===== src/sv/dtls_pkg.sv =====
// dtls_pkg: shared constants, types and helpers of the density traffic light sequencer
`timescale 1ns / 1ps

package dtls_pkg;

  // lane arrangement
  localparam int LANES        = 4;
  localparam int LANE_W       = $clog2(LANES);
  localparam int COUNT_INPUTS = 4;

  // field widths
  localparam int CNT_W   = 10;
  localparam int REG_W   = 16;
  localparam int MASK_W  = 4;
  localparam int LANE_OW = 2;
  localparam int IDX_W   = 2;
  localparam int PROD_W  = CNT_W + REG_W;
  localparam int SUM_W   = PROD_W + 1;

  // register reset values
  localparam logic [REG_W-1:0] BASE_GREEN_RST = 16'd5000;
  localparam logic [REG_W-1:0] PER_VEH_RST    = 16'd2000;
  localparam logic [REG_W-1:0] MAX_GREEN_RST  = 16'd30000;
  localparam logic [REG_W-1:0] YELLOW_RST     = 16'd2000;

  // register indexes
  typedef enum logic [IDX_W-1:0] {
    REG_BASE_GREEN = 2'd0,
    REG_PER_VEH    = 2'd1,
    REG_MAX_GREEN  = 2'd2,
    REG_YELLOW     = 2'd3
  } cfg_reg_e;

  typedef logic [CNT_W-1:0] count_t;
  typedef logic [LANE_W-1:0] lane_t;

  // a zero length phase still lasts one tick
  function automatic logic [REG_W-1:0] phase_len(input logic [REG_W-1:0] t);
    return (t == '0) ? REG_W'(1) : t;
  endfunction

endpackage


===== src/sv/dtls_if.sv =====
// dtls_if: handshake channel interfaces of the sequencer
`timescale 1ns / 1ps

interface dtls_in_if;
  import dtls_pkg::*;
  logic   valid;
  logic   ready;
  logic   mode;
  count_t count_a;
  count_t count_b;
  count_t count_c;
  count_t count_d;
  modport source (output valid, mode, count_a, count_b, count_c, count_d, input ready);
  modport sink   (input valid, mode, count_a, count_b, count_c, count_d, output ready);
endinterface

interface dtls_out_if;
  import dtls_pkg::*;
  logic               valid;
  logic               ready;
  logic [MASK_W-1:0]  red_mask;
  logic [MASK_W-1:0]  yellow_mask;
  logic [MASK_W-1:0]  green_mask;
  logic [LANE_OW-1:0] active_lane;
  modport source (output valid, red_mask, yellow_mask, green_mask, active_lane, input ready);
  modport sink   (input valid, red_mask, yellow_mask, green_mask, active_lane, output ready);
endinterface

interface dtls_cfg_if;
  import dtls_pkg::*;
  logic             valid;
  logic             ready;
  logic [IDX_W-1:0] index;
  logic [REG_W-1:0] data;
  modport source (output valid, index, data, input ready);
  modport sink   (input valid, index, data, output ready);
endinterface


===== src/sv/density_traffic_light_sequencer.sv =====
// density_traffic_light_sequencer: four lane adaptive traffic light sequencer, top level
//
//   channel  dir  transfer carries
//   cfg_i    in   register index and 16 bit value (base, per vehicle, max green, yellow)
//   in_i     in   mode (tick or update) and four 10 bit vehicle counts
//   out_o    out  red, yellow and green lamp masks and the lane being served
//
// one item per cycle unless stalled: each transfer updates the phase state in the same
// cycle, its lamp masks land in the result register, shown on out_o from the next cycle
// the green time path is one 10x16 multiply, an add and a compare against the cap
// in_i stalls only while a result waits in the result register and out_o is not ready
// reset (async, active low) leaves the sequencer idle with no result pending, registers at their defaults
// cfg_i is always ready; writes are expected only while no transfer is in flight
`timescale 1ns / 1ps

module density_traffic_light_sequencer
  import dtls_pkg::*;
(
  input  logic              clk_i,
  input  logic              rst_ni,
  dtls_cfg_if.sink          cfg_i,
  dtls_in_if.sink           in_i,
  dtls_out_if.source        out_o
);

  // configuration registers
  logic [REG_W-1:0] base_green_q, per_veh_q, max_green_q, yellow_q;

  // phase state
  logic             running_q, running_d;
  lane_t            lane_q, lane_d;
  logic             in_yellow_q, in_yellow_d;
  logic [REG_W-1:0] ticks_q, ticks_d;
  count_t           pending_q [LANES];
  count_t           pending_d [LANES];
  count_t           active_q  [LANES];
  count_t           active_d  [LANES];

  // result register
  logic               out_valid_q;
  logic [MASK_W-1:0]  red_q, yel_mask_q, green_q;
  logic [LANE_OW-1:0] lane_out_q;

  logic   in_fire;
  logic   upd;
  count_t in_counts [COUNT_INPUTS];

  // green time datapath
  lane_t            lane_next;
  lane_t            green_lane;
  count_t           green_cnt;
  logic [PROD_W-1:0] green_prod;
  logic [SUM_W-1:0]  green_sum;
  logic [REG_W-1:0]  green_ticks;
  logic              start_green;

  // lamp masks of the state after the item
  logic [LANES-1:0] all_lanes, lane_bit, red_n, yel_n, grn_n;

  assign cfg_i.ready = 1'b1;
  assign in_i.ready  = !out_valid_q || out_o.ready;
  assign in_fire     = in_i.valid && in_i.ready;
  assign upd         = in_i.mode;

  assign in_counts[0] = in_i.count_a;
  assign in_counts[1] = in_i.count_b;
  assign in_counts[2] = in_i.count_c;
  assign in_counts[3] = in_i.count_d;

  // configuration writes
  always_ff @(posedge clk_i or negedge rst_ni) begin
    if (!rst_ni) begin
      base_green_q <= BASE_GREEN_RST;
      per_veh_q    <= PER_VEH_RST;
      max_green_q  <= MAX_GREEN_RST;
      yellow_q     <= YELLOW_RST;
    end else if (cfg_i.valid && cfg_i.ready) begin
      unique case (cfg_reg_e'(cfg_i.index))
        REG_BASE_GREEN: base_green_q <= cfg_i.data;
        REG_PER_VEH:    per_veh_q    <= cfg_i.data;
        REG_MAX_GREEN:  max_green_q  <= cfg_i.data;
        REG_YELLOW:     yellow_q     <= cfg_i.data;
        default:        ;
      endcase
    end
  end

  // pending counts: an update transfer overwrites them, lanes beyond the inputs stay zero
  always_comb begin
    pending_d = pending_q;
    if (in_fire && upd) begin
      for (int i = 0; i < COUNT_INPUTS; i++) begin
        if (i < LANES) pending_d[i] = in_counts[i];
      end
    end
  end

  // lane that a new green would serve: lane A when starting from idle
  assign lane_next  = (lane_q == LANE_W'(LANES - 1)) ? '0 : lane_q + 1'b1;
  assign green_lane = running_q ? lane_next : '0;

  // lane A picks up the pending counts as its green begins
  assign green_cnt   = (green_lane == '0) ? pending_d[0] : active_q[green_lane];
  assign green_prod  = PROD_W'(green_cnt) * PROD_W'(per_veh_q);
  assign green_sum   = SUM_W'(base_green_q) + SUM_W'(green_prod);
  assign green_ticks = phase_len((green_sum > SUM_W'(max_green_q)) ? max_green_q
                                                                   : green_sum[REG_W-1:0]);

  // phase sequencing
  always_comb begin
    running_d   = running_q;
    lane_d      = lane_q;
    in_yellow_d = in_yellow_q;
    ticks_d     = ticks_q;
    active_d    = active_q;
    start_green = 1'b0;
    if (in_fire) begin
      if (!running_q) begin
        // first item after reset starts lane A, without counting down
        running_d   = 1'b1;
        start_green = 1'b1;
      end else if (!upd) begin
        if (ticks_q > REG_W'(1)) begin
          ticks_d = ticks_q - 1'b1;
        end else if (!in_yellow_q) begin
          in_yellow_d = 1'b1;
          ticks_d     = phase_len(yellow_q);
        end else begin
          start_green = 1'b1;
        end
      end
    end
    if (start_green) begin
      lane_d      = green_lane;
      in_yellow_d = 1'b0;
      ticks_d     = green_ticks;
      if (green_lane == '0) active_d = pending_d;
    end
  end

  // lamps after the item
  always_comb begin
    all_lanes = '1;
    lane_bit  = LANES'(1) << lane_d;
    red_n     = all_lanes;
    yel_n     = '0;
    grn_n     = '0;
    if (running_d) begin
      red_n = all_lanes & ~lane_bit;
      if (in_yellow_d) yel_n = lane_bit;
      else             grn_n = lane_bit;
    end
  end

  always_ff @(posedge clk_i or negedge rst_ni) begin
    if (!rst_ni) begin
      running_q   <= 1'b0;
      lane_q      <= '0;
      in_yellow_q <= 1'b0;
      ticks_q     <= '0;
      for (int i = 0; i < LANES; i++) begin
        pending_q[i] <= '0;
        active_q[i]  <= '0;
      end
    end else begin
      running_q   <= running_d;
      lane_q      <= lane_d;
      in_yellow_q <= in_yellow_d;
      ticks_q     <= ticks_d;
      pending_q   <= pending_d;
      active_q    <= active_d;
    end
  end

  // result register: holds until out_o takes it
  always_ff @(posedge clk_i or negedge rst_ni) begin
    if (!rst_ni) begin
      out_valid_q <= 1'b0;
    end else if (in_fire) begin
      out_valid_q <= 1'b1;
    end else if (out_o.ready) begin
      out_valid_q <= 1'b0;
    end
  end

  always_ff @(posedge clk_i) begin
    if (in_fire) begin
      red_q      <= MASK_W'(red_n);
      yel_mask_q <= MASK_W'(yel_n);
      green_q    <= MASK_W'(grn_n);
      lane_out_q <= running_d ? LANE_OW'(lane_d) : '0;
    end
  end

  assign out_o.valid       = out_valid_q;
  assign out_o.red_mask    = red_q;
  assign out_o.yellow_mask = yel_mask_q;
  assign out_o.green_mask  = green_q;
  assign out_o.active_lane = lane_out_q;

`ifndef SYNTHESIS
  // idle means lane A, not yellow
  a_idle_state: assert property (@(posedge clk_i) disable iff (!rst_ni)
    !running_q |-> (!in_yellow_q && lane_q == '0))
    else $error("idle sequencer left lane A or yellow set");

  // a running phase always has time left
  a_ticks_live: assert property (@(posedge clk_i) disable iff (!rst_ni)
    running_q |-> (ticks_q != '0))
    else $error("running phase with zero ticks left");

  // any transfer starts the sequencer
  a_start: assert property (@(posedge clk_i) disable iff (!rst_ni)
    in_fire |=> running_q)
    else $error("sequencer not running after a transfer");

  // an update while running leaves the countdown alone
  a_update_hold: assert property (@(posedge clk_i) disable iff (!rst_ni)
    (in_fire && upd && running_q) |=> (ticks_q == $past(ticks_q) && lane_q == $past(lane_q)))
    else $error("update transfer moved the phase");

  // at most one lane is lit green or yellow
  a_one_lit: assert property (@(posedge clk_i) disable iff (!rst_ni)
    out_valid_q |-> $onehot0(green_q | yel_mask_q))
    else $error("more than one lane lit");
`endif

endmodule

===== src/flat_wrapper.sv =====
// flat-port wrapper written by rule: the top's interface ports become plain ports
module density_traffic_light_sequencer_flat import dtls_pkg::*;
  (clk_i, rst_ni, cfg_i_valid, cfg_i_index, cfg_i_data, cfg_i_ready, in_i_valid, in_i_mode, in_i_count_a, in_i_count_b, in_i_count_c, in_i_count_d, in_i_ready, out_o_valid, out_o_red_mask, out_o_yellow_mask, out_o_green_mask, out_o_active_lane, out_o_ready);
  dtls_cfg_if cfg_i_i ();
  dtls_in_if in_i_i ();
  dtls_out_if out_o_i ();
  input  logic clk_i;
  input  logic rst_ni;
  input wire logic [$bits(cfg_i_i.valid)-1:0] cfg_i_valid;
  input wire logic [$bits(cfg_i_i.index)-1:0] cfg_i_index;
  input wire logic [$bits(cfg_i_i.data)-1:0] cfg_i_data;
  output wire logic [$bits(cfg_i_i.ready)-1:0] cfg_i_ready;
  input wire logic [$bits(in_i_i.valid)-1:0] in_i_valid;
  input wire logic [$bits(in_i_i.mode)-1:0] in_i_mode;
  input wire logic [$bits(in_i_i.count_a)-1:0] in_i_count_a;
  input wire logic [$bits(in_i_i.count_b)-1:0] in_i_count_b;
  input wire logic [$bits(in_i_i.count_c)-1:0] in_i_count_c;
  input wire logic [$bits(in_i_i.count_d)-1:0] in_i_count_d;
  output wire logic [$bits(in_i_i.ready)-1:0] in_i_ready;
  output wire logic [$bits(out_o_i.valid)-1:0] out_o_valid;
  output wire logic [$bits(out_o_i.red_mask)-1:0] out_o_red_mask;
  output wire logic [$bits(out_o_i.yellow_mask)-1:0] out_o_yellow_mask;
  output wire logic [$bits(out_o_i.green_mask)-1:0] out_o_green_mask;
  output wire logic [$bits(out_o_i.active_lane)-1:0] out_o_active_lane;
  input wire logic [$bits(out_o_i.ready)-1:0] out_o_ready;
  assign cfg_i_i.valid = cfg_i_valid;
  assign cfg_i_i.index = cfg_i_index;
  assign cfg_i_i.data = cfg_i_data;
  assign cfg_i_ready = cfg_i_i.ready;
  assign in_i_i.valid = in_i_valid;
  assign in_i_i.mode = in_i_mode;
  assign in_i_i.count_a = in_i_count_a;
  assign in_i_i.count_b = in_i_count_b;
  assign in_i_i.count_c = in_i_count_c;
  assign in_i_i.count_d = in_i_count_d;
  assign in_i_ready = in_i_i.ready;
  assign out_o_valid = out_o_i.valid;
  assign out_o_red_mask = out_o_i.red_mask;
  assign out_o_yellow_mask = out_o_i.yellow_mask;
  assign out_o_green_mask = out_o_i.green_mask;
  assign out_o_active_lane = out_o_i.active_lane;
  assign out_o_i.ready = out_o_ready;
  density_traffic_light_sequencer u_core (.clk_i(clk_i), .rst_ni(rst_ni), .cfg_i(cfg_i_i), .in_i(in_i_i), .out_o(out_o_i));
endmodule

===== config.mk =====
export PLATFORM = sky130hd
export DESIGN_NAME = density_traffic_light_sequencer_flat
export DESIGN_NICKNAME = d
export VERILOG_FILES = /design/src/sv/dtls_pkg.sv /design/src/sv/dtls_if.sv /design/src/sv/density_traffic_light_sequencer.sv /design/src/flat_wrapper.sv
export SDC_FILE = /design/constraint.sdc
export NUM_CORES = 1
export LEC_CHECK = 0
export ABC_AREA = 1
export BUFFER_PORTS_ARGS = -buffer_cell sky130_fd_sc_hd__buf_4
export CORE_MARGIN = 2
export CORE_UTILIZATION = 50
export DETAILED_ROUTE_END_ITERATION = 16
export PLACE_DENSITY = 0.67
export SLEW_MARGIN = 5
export SYNTH_ARGS = -nofsm -noshare
export SYNTH_HDL_FRONTEND = slang
export SYNTH_SLANG_ARGS = --single-unit

===== constraint.sdc =====
create_clock -name clk_i -period 10.1 [get_ports clk_i]
set_input_delay 2.02 -clock clk_i [delete_from_list [all_inputs] [get_ports clk_i]]
set_output_delay 2.02 -clock clk_i [all_outputs]
set_load 0.05 [all_outputs]

* Yosys cells after proc, flatten, opt, wreduce, memory -nomap -nowiden
Cells that the tools add are included.
** Operators by class
- Add/subtract/negate cells :: 3
- Multiply operators :: 1
- Order comparisons :: 3
- Equal/unequal tests :: 6
- Shifts and indexed selects :: 1
- Multiplexer cells :: 30
- Bitwise logic cells :: 3
- Reductions and logical operators :: 19
** Operator list (number)
- two-way mux 16 bit :: 9
- two-way mux 40 bit :: 1
- zero test 16 bit :: 2
- two-way mux 10 bit :: 3
- adder 16 x 26 -> 27 bit :: 1
- > comparator 27 x 16 -> 1 bit :: 1
- multiplier 10 x 16 -> 26 bit :: 1
- binary-select mux 10 bit (select 2 bit) :: 1
- > comparator 16 x 1 -> 1 bit (second input constant) :: 1
- subtractor 16 x 1 -> 16 bit (second input constant) :: 1
- two-way mux 1 bit :: 13
- AND reduction 2 bit :: 6
- equality test 2 bit (second input constant) :: 3
- two-way mux 2 bit :: 3
- nonzero test 2 bit :: 3
- zero test 2 bit :: 2
- NOT 4 bit :: 1
- AND reduction 4 bit :: 1
- << shifter 1 x 2 -> 4 bit (first input constant) :: 1
- greater-or-equal comparator 3 bit (second input constant) :: 1
- inequality test 3 bit (second input constant) :: 1
- NOT 2 -> 3 bit :: 1
- adder 2 x 1 -> 2 bit (second input constant) :: 1
- equality test 2 x 1 -> 1 bit (second input constant) :: 1
- other kinds (6) :: 7
** Storage, ports and cells
- Register bits after elaboration :: 179
- Bits of input ports :: 64
- Word-level logic and storage cells :: 87

* Logic depth before layout (Yosys ltp)
- Depth after elaboration :: 15
- Gate-level depth with buffers :: 51
- Gate-level depth less buffers :: 48

* Worst setup path after synthesis
OpenSTA, ideal clock, no wires.
- Kind :: input-to-reg
- Start :: input out_o_ready
- End :: register u_core.ticks_q[0]
- Setup time :: 65 ps
- Arrival time :: 9164 ps
- Setup slack :: 871 ps
- Cell stages on the path :: 46
- Cell sequence :: inv_1 -> nand2_1 -> nand2_1 -> nor2_1 -> clkbuf_1 -> nand2_1 -> nand2_1 -> nand2_1 -> nand2_1 -> clkbuf_1 -> nand2_1 -> fa_1 -> inv_1 -> fa_1 -> inv_1 -> fa_1 -> inv_1 -> fa_1 -> (+10 left out) -> ha_1 -> nand2_1 -> nor4_1 -> nand4_1 -> nor2_1 -> nand3_1 -> nand2_4 -> nand2_4 -> buf_6 -> nand2_1 -> nand2_1 -> nor2_1 -> nand2_1 -> nor2_1 -> nand2_1 -> nand2_1 -> nand2_1 -> nand2_1
** RTL lines
- start, declared :: RTL line flat_wrapper.sv:25 : input wire logic [$bits(out_o_i.ready)-1:0] out_o_ready;
- end signal, assigned :: RTL line density_traffic_light_sequencer.sv:169 : ticks_q <= ticks_d;
- end, declared :: RTL line density_traffic_light_sequencer.sv:33 : logic [REG_W-1:0] ticks_q, ticks_d;

==> out/results.txt <==
Outcome: finished clean
Drt via density: 5.159
Hold worst-path end: u_core.pending_q[5]
Setup ws final: 0.7554 ns
GR Util met1: 0.3480
Synth Cell Area: 14200 um2
Top Usage Layer GRT: met2
Hold_sp: u_core.pending_q[5]
Capturing point of the worst reg2reg path: u_core.ticks_q[0]
Inserted Diodes: 0
Layout cells sized above 1: 0.1052
Area share of the largest cell type after synthesis: 0.2308
Worst path bufs/invs: 10
Clock sinks: 169
Drt first pass iters: 5
Synth area leader: dfrtp_1
Critical path startpoint: out_o_ready
CP peak stage delay: 0.53 ns
Most frequent cells in the layout: nand2_1 (552), inv_1 (321), nor2_1 (161)
Worst Hold Depth: 2
GRT Total Usage: 0.2610
Routed WL per cell: 16.50 um
Worst-path clk slew: 0.07 ns
Launch point of the worst reg-to-reg path: u_core.lane_q[0]
Drt drc: 0
Die H: 172.5 um
Top-level port count: 81
Post-synthesis sequential area ratio: 0.3048
Place WS: 0.3509 ns
Filler cell count: 2670
Synth async-reset ratio: 0.9172
Core region area: 27860 um2
Number of max-cap violations: 0
Num CTS Buffers: 17
First-pass GRT wire length: 61780 um
Initial antenna violation count: 0
R2r setup slk: 1.08 ns
Largest net degree at the start of global routing: 89
IO buf count: 79
Hold Path Class: flip-flop to flip-flop
Avg Inst Size Synth: 7.787 um2
Worst skew pair latency: 0.43 ns
Commonest non-fill, non-tap cell in the layout: nand2_1
Antenna Nets Post-Route: 0
Die area: 29770 um2
Grt met3 use: 0.03078
Rows: 61
Final setup TNS: 0 ns
Htree depth: 4
Detailed-placement wirelength estimate: 29630 um
EDFF count, synth: 14
Yosys warns: 0
Hold WS: 0.4682 ns
Slew @ Worst Pin: 1.169 ns
CTS hold repair buffers: 0
Final period utilization: 0.9252
Max clock buf depth: 2
Initial core utilization: 0.5099
Crit path required time: 10.47 ns
Slowest cell on crit path: fa_1
Vias in the first global route: 12000
Fin crit period: 9.345 ns
Gr ovfl total: 0
Via count: 11710
Post-CTS sizing: 0
Unique masters post-synth: 48
CP most frequent cell: nand2_1
Top_reg_cell synth: dfrtp_1
CP startpoint kind: input pin
CP max FO: 39
Syn Inst Count: 1824
Layout area overhead: 10.57%
Root buffer cell: clkbuf_16
Global routing usage on met2: 0.4540
Die X: 172.5 um
Critical path type: input pin to flip-flop
Worst Skew: 0.008125 ns
Worst Setup End Kind: flip-flop
R2R cell count: 43
Relative slew slack: 0.2187
Finish-stage setup viols: 0
FMAX: 107.0 MHz
Worst path arrival time: 9.71 ns
FF+latch count, synth: 169
Final wirelength: 37460 um
Post-route core utilization: 0.5638
Post-CTS Setup Inserts: 0
DRT iter0 DRCs: 859
Final hold viol count: 0
GP Congestion: 0.8994
Max Slew Vio Count: 0
TritonCTS clock tree: done
Synth area leaders: dfrtp_1 (23%), fa_1 (18%), nand2_1 (15%)
Synthesized Nets: 2101
Final net count: 2156
Setup repair after global routing missed its margin: false
Delay-heaviest family, CP: adder cells
-- worst register-to-register path: cells and delay by family (launching register included) --
family                   cells  cell delay (ns)
AO/OA/AOI/OAI                3             0.49
flip-flops                   1             0.40
buffers and inverters        9             1.29
adder cells (fa/ha/maj)      8             3.39
AND/OR/NAND/NOR             22             3.27
XOR/XNOR                     1             0.14
-- registers in the layout (all words and copies together) (netlist names) --
name and flops:
u_core.active_q 30, u_core.base_green_q 16, u_core.in_yellow_q 1, u_core.lane_q 2
u_core.max_green_q 16, u_core.out_o.active_lane 2, u_core.out_o.green_mask 4, u_core.out_o.red_mask 4
u_core.out_o.valid 1, u_core.out_o.yellow_mask 4, u_core.pending_q 40, u_core.per_veh_q 16
u_core.running_q 1, u_core.ticks_q 16, u_core.yellow_q 16
-- Yosys cell counts (5+ instances only) --
library cell and count:
xnor2_1 7, inv_2 7, a21oi_1 43, o211ai_1 11, ha_1 86, mux2_2 10
xor2_1 12, a31oi_1 7, nor3_1 7, nor4_1 6, dfstp_2 24, fa_1 127
clkinv_1 5, nand3_1 57, buf_1 16, o21ai_0 121, nand4_1 10, nand2_2 12
dfrtp_1 131, edfxtp_1 14, nand2_1 552, nor2_1 163, inv_1 321, clkbuf_1 33
-- through the flow --
step / instance area, um2 / cells
after floorplan: 14200 / 1824
after global placement: 15130 / 2238
after detailed placement: 15130 / 2238
after CTS: 15710 / 2270
after global routing: 15710 / 2270
final: 15710 / 2270
-- area by class of cell --
type	instances	area, um2	area share
multi-input combinational	1265	8373	0.5331
sequential	169	4329	0.2757
inverter	333	1250	0.07959
timing repair buffer	93	701.9	0.04469
clock buffer	23	489.2	0.03115
tap	378	473.0	0.03011
clock inverter	9	88.84	0.005656
-- metal layers --
metal  vias up  routed length [um]
met5         -                   0
met4         0                 760
met3        49                1422
met2       294               18630
met1      5681               16650
li1       5686                   -
-- cell families (layout without fill, tap and decap cells) --
logic type               after synthesis  count (layout)  synth area share
AND/OR/NAND/NOR                      823             823            0.2356
buffers and inverters                390             458            0.1064
XOR/XNOR                              20              20           0.01286
other                                  1               1         0.0002640
adder cells (fa/ha/maj)              213             213            0.2548
flip-flops                           169             169            0.3048
AO/OA/AOI/OAI                        198             198           0.07734
multiplexers                          10              10          0.007928
-- worst max-delay path by stage --
stage	end	slack (ns)	cells past startpoint
floorplan	u_core.ticks_q[0]	0.87	46
CTS	u_core.ticks_q[0]	0.79	46
finish	u_core.ticks_q[0]	0.76	46
global placement	u_core.ticks_q[0]	0.52	47
detailed placement	u_core.ticks_q[0]	0.35	46
global route	u_core.ticks_q[0]	0.009	48
Power is left out: the tool's default activity adds up to more than one toggle a clock period on the data nets, which glitch-free logic cannot reach.
